--- config.mk ---
export PLATFORM = sky130hd
export DESIGN_NAME = array_insert_before_key
export DESIGN_NICKNAME = d
export VERILOG_FILES = /design/src/hw/rtl/aib_pkg.sv /design/src/hw/rtl/aib_dp.sv /design/src/hw/rtl/aib_ctrl.sv /design/src/hw/rtl/array_insert_before_key.sv
export VERILOG_INCLUDE_DIRS = /design/src /design/src/hw/rtl
export SDC_FILE = /design/constraint.sdc
export NUM_CORES = 1
export LEC_CHECK = 0
export ABC_AREA = 1
export BUFFER_PORTS_ARGS = -buffer_cell sky130_fd_sc_hd__buf_2
export CAP_MARGIN = 20
export CORE_MARGIN = 5
export CORE_UTILIZATION = 45
export DETAILED_ROUTE_END_ITERATION = 7
export PLACE_DENSITY = 0.73
export SYNTH_ARGS = -nofsm -noshare
export SYNTH_HDL_FRONTEND = slang
export SYNTH_HIERARCHICAL = 1
export SYNTH_SLANG_ARGS = --single-unit
--- constraint.sdc ---
create_clock -name i_clk -period 4.7 [get_ports i_clk]
set_input_delay 0.47 -clock i_clk [delete_from_list [all_inputs] [get_ports i_clk]]
set_output_delay 0.47 -clock i_clk [all_outputs]
set_load 0.01 [all_outputs]
--- src/hw/rtl/array_insert_before_key_defines.svh ---
// Assertion macros for the array_insert_before_key block.
// Expects i_clk and i_rst_n in the scope where the macros are used.
`ifndef ARRAY_INSERT_BEFORE_KEY_DEFINES_SVH
`define ARRAY_INSERT_BEFORE_KEY_DEFINES_SVH

`ifndef SYNTHESIS

// Condition that must hold at every clock edge out of reset
`define AIB_ASSERT(label, cond) \
    label: assert property (@(posedge i_clk) disable iff (!i_rst_n) (cond)) \
        else $error("aib assertion failed");

// Implication checked at every clock edge out of reset
`define AIB_ASSERT_IMPL(label, ante, cons) \
    label: assert property (@(posedge i_clk) disable iff (!i_rst_n) (ante) |-> (cons)) \
        else $error("aib assertion failed");

`else

`define AIB_ASSERT(label, cond)
`define AIB_ASSERT_IMPL(label, ante, cons)

`endif

`endif

--- src/hw/rtl/aib_pkg.sv ---
// Shared types and constants for the array_insert_before_key block.
// No dependencies; used by aib_ctrl, aib_dp and the top level.
package aib_pkg;

    // Table size and derived widths
    localparam int CAPACITY = 16;
    localparam int IDX_W    = $clog2(CAPACITY);
    localparam int CNT_W    = $clog2(CAPACITY + 1);

    // Fixed request / response field widths
    localparam int FUNC_W   = 2;
    localparam int DATA_W   = 32;
    localparam int RIDX_W   = 4;
    localparam int STAT_W   = 2;
    localparam int FILL_W   = 5;

    typedef enum logic [FUNC_W-1:0] {
        FN_APPEND = 2'd0,
        FN_INSERT = 2'd1,
        FN_READ   = 2'd2,
        FN_NONE   = 2'd3
    } t_func;

    typedef enum logic [STAT_W-1:0] {
        ST_OK       = 2'd0,
        ST_FULL     = 2'd1,
        ST_NOTFOUND = 2'd2,
        ST_RANGE    = 2'd3
    } t_status;

    typedef enum logic [2:0] {
        S_IDLE,
        S_DECODE,
        S_RD_DATA,
        S_SEARCH,
        S_SHIFT,
        S_PUT,
        S_RESULT
    } t_state;

    // Controller to datapath commands
    typedef struct packed {
        logic    capture;
        logic    search_start;
        logic    search_step;
        logic    shift_start;
        logic    shift_step;
        logic    put;
        logic    append;
        logic    read_issue;
        logic    res_set;
        t_status res_status;
        logic    res_use_rd;
        logic    out_load;
    } t_dp_cmd;

    // Datapath to controller status
    typedef struct packed {
        t_func              func;
        logic               full;
        logic               empty;
        logic               idx_ok;
        logic               match;
        logic               miss;
        logic               shift_done;
        logic [CNT_W-1:0]   count;
    } t_dp_sts;

endpackage

--- src/hw/rtl/aib_dp.sv ---
// Datapath: request registers, entry memory, search/shift pointers, result regs.
// Depends on aib_pkg; driven by aib_ctrl through t_dp_cmd.
module aib_dp (
    input  logic                                i_clk,
    input  logic                                i_rst_n,
    input  aib_pkg::t_dp_cmd                    i_cmd,
    input  logic [aib_pkg::FUNC_W-1:0]          i_func,
    input  logic signed [aib_pkg::DATA_W-1:0]   i_search_key,
    input  logic signed [aib_pkg::DATA_W-1:0]   i_new_value,
    input  logic [aib_pkg::RIDX_W-1:0]          i_read_index,
    output aib_pkg::t_dp_sts                    o_sts,
    output logic [aib_pkg::STAT_W-1:0]          o_status,
    output logic signed [aib_pkg::DATA_W-1:0]   o_read_value,
    output logic [aib_pkg::FILL_W-1:0]          o_fill_count
);
    import aib_pkg::*;

    // Captured request
    t_func                   r_func;
    logic signed [DATA_W-1:0] r_key;
    logic signed [DATA_W-1:0] r_val;
    logic [RIDX_W-1:0]       r_idx;

    // Table state and walk pointers
    logic signed [DATA_W-1:0] mem [CAPACITY];
    logic signed [DATA_W-1:0] r_rdata;
    logic [CNT_W-1:0]        r_count;
    logic [CNT_W-1:0]        r_ptr;
    logic [CNT_W-1:0]        r_pos;
    logic [CNT_W-1:0]        r_rd_pos;
    logic                    r_rd_vld;

    // Pending and delivered result
    t_status                 r_res_status;
    logic signed [DATA_W-1:0] r_res_rd;
    logic [STAT_W-1:0]       r_out_status;
    logic signed [DATA_W-1:0] r_out_rd;
    logic [FILL_W-1:0]       r_out_fill;

    logic                    srch_issue;
    logic                    shift_issue;
    logic                    key_hit;
    logic                    wr_en;
    logic [IDX_W-1:0]        wr_addr;
    logic signed [DATA_W-1:0] wr_data;
    logic                    rd_en;
    logic [IDX_W-1:0]        rd_addr;

    assign srch_issue  = (r_ptr < r_count);
    assign shift_issue = (r_ptr > r_pos);
    assign key_hit     = r_rd_vld && (r_rdata == r_key);

    // Status back to the controller
    always_comb begin
        o_sts.func       = r_func;
        o_sts.full       = (32'(r_count) >= CAPACITY);
        o_sts.empty      = (r_count == '0);
        o_sts.idx_ok     = (32'(r_idx) < 32'(r_count));
        o_sts.match      = key_hit;
        o_sts.miss       = r_rd_vld && !key_hit && (CNT_W'(r_rd_pos + 1'b1) == r_count);
        o_sts.shift_done = r_rd_vld && !shift_issue;
        o_sts.count      = r_count;
    end

    // Memory write port select
    always_comb begin
        wr_en   = 1'b0;
        wr_addr = '0;
        wr_data = r_val;
        if (i_cmd.append) begin
            wr_en   = 1'b1;
            wr_addr = IDX_W'(r_count);
        end else if (i_cmd.put) begin
            wr_en   = 1'b1;
            wr_addr = IDX_W'(r_pos);
        end else if (i_cmd.shift_step && r_rd_vld) begin
            wr_en   = 1'b1;
            wr_addr = IDX_W'(r_rd_pos);
            wr_data = r_rdata;
        end
    end

    // Memory read port select
    always_comb begin
        rd_en   = 1'b0;
        rd_addr = '0;
        if (i_cmd.read_issue) begin
            rd_en   = 1'b1;
            rd_addr = IDX_W'(r_idx);
        end else if (i_cmd.search_step && srch_issue) begin
            rd_en   = 1'b1;
            rd_addr = IDX_W'(r_ptr);
        end else if (i_cmd.shift_step && shift_issue) begin
            rd_en   = 1'b1;
            rd_addr = IDX_W'(r_ptr - 1'b1);
        end
    end

    // Entry memory, registered read
    always_ff @(posedge i_clk) begin
        if (wr_en) begin
            mem[wr_addr] <= wr_data;
        end
        if (rd_en) begin
            r_rdata <= mem[rd_addr];
        end
    end

    // Control registers: fill count and read-data tag
    always_ff @(posedge i_clk) begin
        if (!i_rst_n) begin
            r_count  <= '0;
            r_rd_vld <= 1'b0;
        end else begin
            if (i_cmd.append || i_cmd.put) begin
                r_count <= r_count + 1'b1;
            end
            if (i_cmd.search_start || i_cmd.shift_start) begin
                r_rd_vld <= 1'b0;
            end else if (i_cmd.search_step) begin
                r_rd_vld <= srch_issue;
            end else if (i_cmd.shift_step) begin
                r_rd_vld <= shift_issue;
            end
        end
    end

    // Request capture, pointers, result payload
    always_ff @(posedge i_clk) begin
        if (i_cmd.capture) begin
            r_func <= t_func'(i_func);
            r_key  <= i_search_key;
            r_val  <= i_new_value;
            r_idx  <= i_read_index;
        end
        // search walks up from zero; shift walks down from the count
        if (i_cmd.search_start) begin
            r_ptr <= '0;
        end else if (i_cmd.search_step) begin
            r_rd_pos <= r_ptr;
            if (srch_issue) begin
                r_ptr <= r_ptr + 1'b1;
            end
        end else if (i_cmd.shift_start) begin
            r_ptr <= r_count;
            r_pos <= r_rd_pos;
        end else if (i_cmd.shift_step) begin
            r_rd_pos <= r_ptr;
            if (shift_issue) begin
                r_ptr <= r_ptr - 1'b1;
            end
        end
        if (i_cmd.res_set) begin
            r_res_status <= i_cmd.res_status;
            r_res_rd     <= i_cmd.res_use_rd ? r_rdata : '0;
        end
        if (i_cmd.out_load) begin
            r_out_status <= r_res_status;
            r_out_rd     <= r_res_rd;
            r_out_fill   <= FILL_W'(r_count);
        end
    end

    assign o_status     = r_out_status;
    assign o_read_value = r_out_rd;
    assign o_fill_count = r_out_fill;

endmodule

--- src/hw/rtl/aib_ctrl.sv ---
// Controller: sequences one request through decode, read or search/shift/put, and result.
// Depends on aib_pkg; commands aib_dp and owns both handshakes.
module aib_ctrl (
    input  logic              i_clk,
    input  logic              i_rst_n,
    input  logic              i_in_valid,
    output logic              o_in_stall,
    output logic              o_out_valid,
    input  logic              i_out_stall,
    input  aib_pkg::t_dp_sts  i_sts,
    output aib_pkg::t_dp_cmd  o_cmd
);
    import aib_pkg::*;

    t_state r_state;
    t_state n_state;
    logic   r_out_valid;
    logic   out_free;

    assign out_free    = !r_out_valid || !i_out_stall;
    assign o_in_stall  = (r_state != S_IDLE);
    assign o_out_valid = r_out_valid;

    // Next state
    always_comb begin
        n_state = r_state;
        case (r_state)
            S_IDLE: begin
                if (i_in_valid) n_state = S_DECODE;
            end
            S_DECODE: begin
                n_state = S_RESULT;
                if (i_sts.func == FN_INSERT && !i_sts.full && !i_sts.empty) begin
                    n_state = S_SEARCH;
                end else if (i_sts.func == FN_READ && i_sts.idx_ok) begin
                    n_state = S_RD_DATA;
                end
            end
            S_RD_DATA: n_state = S_RESULT;
            S_SEARCH: begin
                if (i_sts.match)     n_state = S_SHIFT;
                else if (i_sts.miss) n_state = S_RESULT;
            end
            S_SHIFT: begin
                if (i_sts.shift_done) n_state = S_PUT;
            end
            S_PUT:    n_state = S_RESULT;
            S_RESULT: begin
                if (out_free) n_state = S_IDLE;
            end
            default:  n_state = S_IDLE;
        endcase
    end

    // Datapath commands
    always_comb begin
        o_cmd            = '0;
        o_cmd.res_status = ST_OK;
        case (r_state)
            S_IDLE: begin
                o_cmd.capture = i_in_valid;
            end
            S_DECODE: begin
                case (i_sts.func)
                    FN_APPEND: begin
                        o_cmd.res_set = 1'b1;
                        if (i_sts.full) begin
                            o_cmd.res_status = ST_FULL;
                        end else begin
                            o_cmd.append = 1'b1;
                        end
                    end
                    FN_INSERT: begin
                        if (i_sts.full) begin
                            o_cmd.res_set    = 1'b1;
                            o_cmd.res_status = ST_FULL;
                        end else if (i_sts.empty) begin
                            o_cmd.res_set    = 1'b1;
                            o_cmd.res_status = ST_NOTFOUND;
                        end else begin
                            o_cmd.search_start = 1'b1;
                        end
                    end
                    FN_READ: begin
                        if (i_sts.idx_ok) begin
                            o_cmd.read_issue = 1'b1;
                        end else begin
                            o_cmd.res_set    = 1'b1;
                            o_cmd.res_status = ST_RANGE;
                        end
                    end
                    default: begin
                        // unused code: no change, ok status
                        o_cmd.res_set = 1'b1;
                    end
                endcase
            end
            S_RD_DATA: begin
                o_cmd.res_set    = 1'b1;
                o_cmd.res_use_rd = 1'b1;
            end
            S_SEARCH: begin
                if (i_sts.match) begin
                    o_cmd.shift_start = 1'b1;
                end else if (i_sts.miss) begin
                    o_cmd.res_set    = 1'b1;
                    o_cmd.res_status = ST_NOTFOUND;
                end else begin
                    o_cmd.search_step = 1'b1;
                end
            end
            S_SHIFT: begin
                o_cmd.shift_step = 1'b1;
            end
            S_PUT: begin
                o_cmd.put     = 1'b1;
                o_cmd.res_set = 1'b1;
            end
            S_RESULT: begin
                o_cmd.out_load = out_free;
            end
            default: ;
        endcase
    end

    // State and output valid
    always_ff @(posedge i_clk) begin
        if (!i_rst_n) begin
            r_state     <= S_IDLE;
            r_out_valid <= 1'b0;
        end else begin
            r_state <= n_state;
            if (o_cmd.out_load) begin
                r_out_valid <= 1'b1;
            end else if (!i_out_stall) begin
                r_out_valid <= 1'b0;
            end
        end
    end

endmodule

--- src/hw/rtl/array_insert_before_key.sv ---
// Top level of the array_insert_before_key block.
// Depends on aib_pkg, aib_ctrl, aib_dp and array_insert_before_key_defines.svh.
//
//  channel   valid         stall         payload
//  request   i_in_valid    o_in_stall    i_func i_search_key i_new_value i_read_index
//  response  o_out_valid   i_out_stall   o_status o_read_value o_fill_count
//
// One request at a time. Append, failed ops and unused code go from decode straight to
// result, read through a data-read state, insert-before through a search walk over the
// entry memory (a miss ends there), a shift walk, then put and result.
// Synchronous active-low reset clears the fill count and control; entries stay undefined.
// A stalled response holds; the next request is taken while it waits.
module array_insert_before_key (
    input  logic                                i_clk,
    input  logic                                i_rst_n,
    input  logic                                i_in_valid,
    output logic                                o_in_stall,
    input  logic [aib_pkg::FUNC_W-1:0]          i_func,
    input  logic signed [aib_pkg::DATA_W-1:0]   i_search_key,
    input  logic signed [aib_pkg::DATA_W-1:0]   i_new_value,
    input  logic [aib_pkg::RIDX_W-1:0]          i_read_index,
    output logic                                o_out_valid,
    input  logic                                i_out_stall,
    output logic [aib_pkg::STAT_W-1:0]          o_status,
    output logic signed [aib_pkg::DATA_W-1:0]   o_read_value,
    output logic [aib_pkg::FILL_W-1:0]          o_fill_count
);
    import aib_pkg::*;

    t_dp_cmd w_cmd;
    t_dp_sts w_sts;

    // Sequencer
    aib_ctrl u_ctrl (
        .i_clk       (i_clk),
        .i_rst_n     (i_rst_n),
        .i_in_valid  (i_in_valid),
        .o_in_stall  (o_in_stall),
        .o_out_valid (o_out_valid),
        .i_out_stall (i_out_stall),
        .i_sts       (w_sts),
        .o_cmd       (w_cmd)
    );

    // Table and result datapath
    aib_dp u_dp (
        .i_clk        (i_clk),
        .i_rst_n      (i_rst_n),
        .i_cmd        (w_cmd),
        .i_func       (i_func),
        .i_search_key (i_search_key),
        .i_new_value  (i_new_value),
        .i_read_index (i_read_index),
        .o_sts        (w_sts),
        .o_status     (o_status),
        .o_read_value (o_read_value),
        .o_fill_count (o_fill_count)
    );

    // Checks
`include "array_insert_before_key_defines.svh"

    `AIB_ASSERT(a_count_bound, 32'(w_sts.count) <= CAPACITY)
    `AIB_ASSERT(a_one_writer, $onehot0({w_cmd.append, w_cmd.put, w_cmd.shift_step}))
    `AIB_ASSERT_IMPL(a_full_count, o_out_valid && (o_status == ST_FULL), o_fill_count == FILL_W'(CAPACITY))
    `AIB_ASSERT_IMPL(a_err_zero, o_out_valid && (o_status != ST_OK), o_read_value == '0)

endmodule

* Word-level counts from Yosys, hierarchy flattened
Memories as Yosys holds them, arrays and structs flattened. A register that Yosys moved wholly into a read port is not among the register bits.
Index checks and enable logic that the tools add are counted.
** Operators by class
- Mux-type cells :: 65
- Eq/ne operators :: 17
- Bitwise operators :: 3
- Reductions and logical operators :: 32
- Magnitude comparators :: 4
- Add/sub/neg operators :: 4
** Operators by type and width (number)
- 32-bit two-way mux :: 3
- 5-bit two-way mux :: 8
- 3-bit two-way mux :: 12
- 32-bit == test :: 1
- 1-bit two-way mux :: 29
- 4-bit two-way mux :: 6
- 3-bit one-hot mux with 6 select lines :: 1
- 5-bit by 1-bit adder with 5-bit output, second input constant :: 3
- 1-bit logical AND :: 10
- 3-bit == test, second input constant :: 3
- 3-bit AND reduction :: 3
- 3-bit nonzero test :: 3
- 2-bit by 1-bit inequality test with 1-bit output, second input constant :: 4
- 3-bit by 2-bit == test with 1-bit output, second input constant :: 2
- 1-bit logical NOT :: 6
- 2-bit one-hot mux with 3 select lines :: 1
- 5-bit == test :: 1
- 5-bit greater-or-equal comparator, second input constant :: 1
- 5-bit > comparator :: 1
- 5-bit logical NOT :: 1
- 4-bit by 5-bit less-than comparator with 1-bit output :: 1
- 5-bit less-than comparator :: 1
- 5-bit by 1-bit subtractor with 5-bit output, second input constant :: 1
- 2-bit two-way mux :: 2
- 15 further kinds :: 21
** Storage, ports and cells
- Memories :: 1
- Bits in writable memories :: 512
- Output and inout port bits :: 41
- Bits in registers :: 168
- Word-level logic and storage cells :: 142
** Memory list
- u_dp.mem :: words 16, bits a word 32, read ports 1, clocked after memory_dff 1, wr ports 1, line aib_dp.sv:25 : logic signed [DATA_W-1:0] mem [CAPACITY];

* Longest topological paths before layout
- Word-level depth :: 11
- Depth in mapped cells :: 25

* By module
Netlist, hierarchy kept.
** Modules (own cells, without submodules)
- aib_dp :: times used 1, area each 30132.6 um^2, cells an instance 2632
- aib_ctrl :: times used 1, area each 514.2 um^2, cells an instance 84

* Worst setup path before layout
OpenSTA, ideal clock, no wires.
- Kind :: reg-to-reg
- From :: register u_dp.r_func[0]
- To :: memory u_dp.mem[0][0] (enable)
- Path slack :: 432 ps
- Data arrival time :: 3798 ps
- Library setup time :: 470 ps
- Path buffers :: 1
- Cell stages (with the launch flop) :: 10
- Period minus slack after synthesis :: 4268 ps
- Cells stage by stage :: edfxtp_1 inv_1 ha_1 nand2_1 nor2_1 clkbuf_1 a22oi_1 inv_1 nand2_1 a211oi_1
** RTL lines
- start, declared :: line aib_dp.sv:19 : t_func r_func;
- start signal, assigned :: line aib_dp.sv:131 : r_func <= t_func'(i_func);
- end, declared :: line aib_dp.sv:25

==> metrics.txt <==
max-slew violation count 0; CTS root buffer clkbuf_16; Final WS setup 0.4090 ns; Routed Wire Length 76,540 um; drt pass-1 iters 7; Die W 271.0 um; Wirelength per Cell 20.41 um; Hold Slack 0.03410 ns; Required @ worst endpoint 5.12 ns; slew at the pin closest to its max-slew limit 1.027 ns; WS Path Type reg -> reg; Synth Net Count 2,811; YS warnings 6; full die area 73,420 sq um; Starting Density 45.47%; Synth top cells by count edfxtp_1 (697), nand3_1 (598), nand2_1 (537); status finished, final reports clean; fin crit period 4.291 ns; Pwr Density 528.6 nW/um^2; Synth async-reset ratio 0%; Num CTS Buffers 69; slowest stage cell, crit path edfxtp_1; Synth top area share 68.29%; Worst Skew 0.02206 ns; die height 271.0 um; max cap viols 0; top-count cell post-synth edfxtp_1; DRC Markers 0; hpwl dp 41,570 um; Hold Buf Count CTS 0; Area after DPL 32,690 sq um; CTS Buffer Depth 3; crit path capture type flop; row count 95; pre-CTS setup slack 0.1876 ns; Final #Nets 2,926; LEAKAGE 14.09 nW; achievable frequency 0.2330 GHz; Worst VDD drop 281.4 uV; core area 67,400 sq um; global-route wire length before repair 116,000 um; crit path launch type flop; worst-skew pair later-pin latency 0.61 ns; RSZ-0062 raised after global routing false; initial antenna violation count 0; Cells after Synth 2,716; WHS Path Cells 1; Unique masters post-synth 44; predominant post-synthesis flop cell edfxtp_1; Reg clk slew, reported paths 0.06 ns; multi-input logic area 7403 sq um; critical path, cell by cell xnor2_1 -> nand2_1 -> nor4_2 -> nand4_1 -> nor4b_1 -> nor2_1 -> nand2_2 -> inv_1 -> nand2_1 -> nor2_1 -> nand3_2 -> o21ai_1 -> nor2_1 -> nor2_4 -> buf_12 -> buf_12 -> nand3_1 -> nand3_1 -> nand3_1 -> nand2_1; number of inserted diodes 0; global-route usage over all layers 20.39%; CTS HTree Levels 3; Layout area overhead 13.82%; worst hold path type in -> reg; Syn Area/Cell 11.28 sq um; vias per cell 5.410; sequential area share after synthesis 69.27%; worst path arrival time 4.71 ns; Mapped Area 30,650 sq um; Final Hold Vio Count 0; Synth area leaders edfxtp_1 (68%), nand3_1 (9.8%), nand2_1 (6.6%); TritonCTS clock tree done; CP peak stage delay 0.52 ns; Post-synth EDFFs 697; Setup violations, final 0; number of synthesized register bits 712; R2R cell count 20; vias in the first global route 19.28k; Final Cell Area 34,880 sq um; CP max FO 32; fill cell count 5,641; Slew HR 31.47%; boundary pin count 115; post-synth top area cell edfxtp_1; Register Area 21,230 sq um; # port buffers 114; Setup TNS 0 ns; Post-DRT Antenna Nets 0; largest net degree at the start of global routing 83; # clock sinks 712; Overflow after GRT 0; fin crit share 91.30%; Routability Congestion 0.8534; routed vias 20.29k; DR iter-0 viols 2,400; share of cells above drive strength 1 12.65%
==> state kept, by name (all words and copies together) (netlist names) <==
name                flops
u_dp/mem              512
u_dp/o_read_value      32
u_dp/r_key             32
u_dp/r_rdata           32
u_dp/r_res_rd          32
u_dp/r_val             32
u_dp/o_fill_count       5
u_dp/r_count            5
u_dp/r_pos              5
u_dp/r_ptr              5
u_dp/r_rd_pos           5
u_dp/r_idx              4
u_ctrl/r_state          3
u_dp/o_status           2
u_dp/r_func             2
u_dp/r_res_status       2
u_ctrl/o_out_valid      1
u_dp/r_rd_vld           1
==> kinds of logic (layout without fill, tap and decap cells) <==
group           Yosys count  after routing  synth area share, %
compound gates           74             74                1.380
mux                      20             20               0.7349
buf+inv                 564            726                7.337
flops                   712            712                69.27
simple gates           1293           1293                19.50
xor+xnor                 32             32               0.9145
fa+ha+maj                21             21               0.8573
==> repair_timing <==
| action | 4_1_cts | 5_1_grt |
|---|---|---|
| hold endpoints to repair | 0 | 0 |
| buffers inserted | 0 | 0 |
| resized for setup | 0 | 2 |
| setup endpoints to repair | 0 | 1 |
==> final cells by class <==
cell class | instances | area share [%]
flip-flops and latches | 712 | 60.86
multi-input cells | 1440 | 21.22
clock buffers | 84 | 5.294
inverters | 419 | 4.509
repair buffers | 189 | 4.075
well taps | 873 | 3.131
clock inverters | 34 | 0.9039
==> path summary, 6_finish.rpt <==
check / from / to / slack [ns]
max: u_dp/r_rdata[22] / u_dp/r_rdata[23] / 0.41
min: i_search_key[29] / u_dp/r_key[29] / 0.03
max reg2reg: u_dp/r_rdata[22] / u_dp/r_rdata[23] / 0.41
min reg2reg: u_dp/r_res_rd[10] / u_dp/o_read_value[10] / 0.42
==> metal layers <==
metal	part of all wire, %	up-vias	track usage (%)	wire [um]
met3	11	149	3.633	8211
met4	2.8	0	7.333	2124
met5	0	-	0	0
met1	40	9687	28.38	30610
met2	47	1021	32.45	35600
li1	-	9435	-	-
==> critical path: cells and delay by family (launching register included) <==
kind                      cells  cell delay [ns]
DFF                           1             0.52
AOI/OAI and AO/OA             1             0.31
xor gates and xnor gates      1             0.27
and+or+nand+nor              15             2.44
buffers and inverters         3             0.55
==> placed cells by master (no fill, tap or decap), types with 4 or more instances in the layout <==
cell type / Yosys / routed
a22oi_1: 5 / 5
ha_1: 21 / 21
xor2_1: 6 / 6
inv_6: 0 / 4
nor2_2: 5 / 5
o21ai_0: 33 / 32
xnor2_1: 26 / 26
buf_4: 5 / 52
mux2_2: 20 / 20
nand3b_1: 64 / 64
clkinv_1: 0 / 11
clkbuf_1: 44 / 12
clkinv_2: 0 / 10
nand3_1: 598 / 595
edfxtp_1: 697 / 697
nand2_1: 537 / 537
clkbuf_16: 0 / 72
a21oi_1: 19 / 19
or2_2: 10 / 9
nand3_2: 3 / 6
buf_2: 90 / 114
inv_1: 414 / 414
dfxtp_1: 15 / 15
nor2_1: 52 / 34
bufinv_16: 0 / 5
nor3_1: 6 / 6
inv_2: 5 / 5
nand4_1: 4 / 4
nor2_4: 1 / 19
buf_12: 0 / 23
nand2_2: 5 / 4
==> through the flow <==
step                std cells  utilization, %  total power [mW]
floorplan                2716               -             11.52
global placement         3632           48.50             13.03
detailed placement       3632           48.50             13.15
CTS                      3750           51.71             18.49
global route             3751           51.76             19.33
finish                   3751           51.76             18.44
==> where the power goes <==
part	switching (mW)	internal [mW]	leakage [nW]	total [mW]
registers	0.410	8.33	6.46	8.74
clock network	2.27	3.07	1.05	5.35
logic	3.01	1.33	6.58	4.35
total	5.70	12.7	14.1	18.4
No activity file was read; power rests on OpenSTA's default activity.
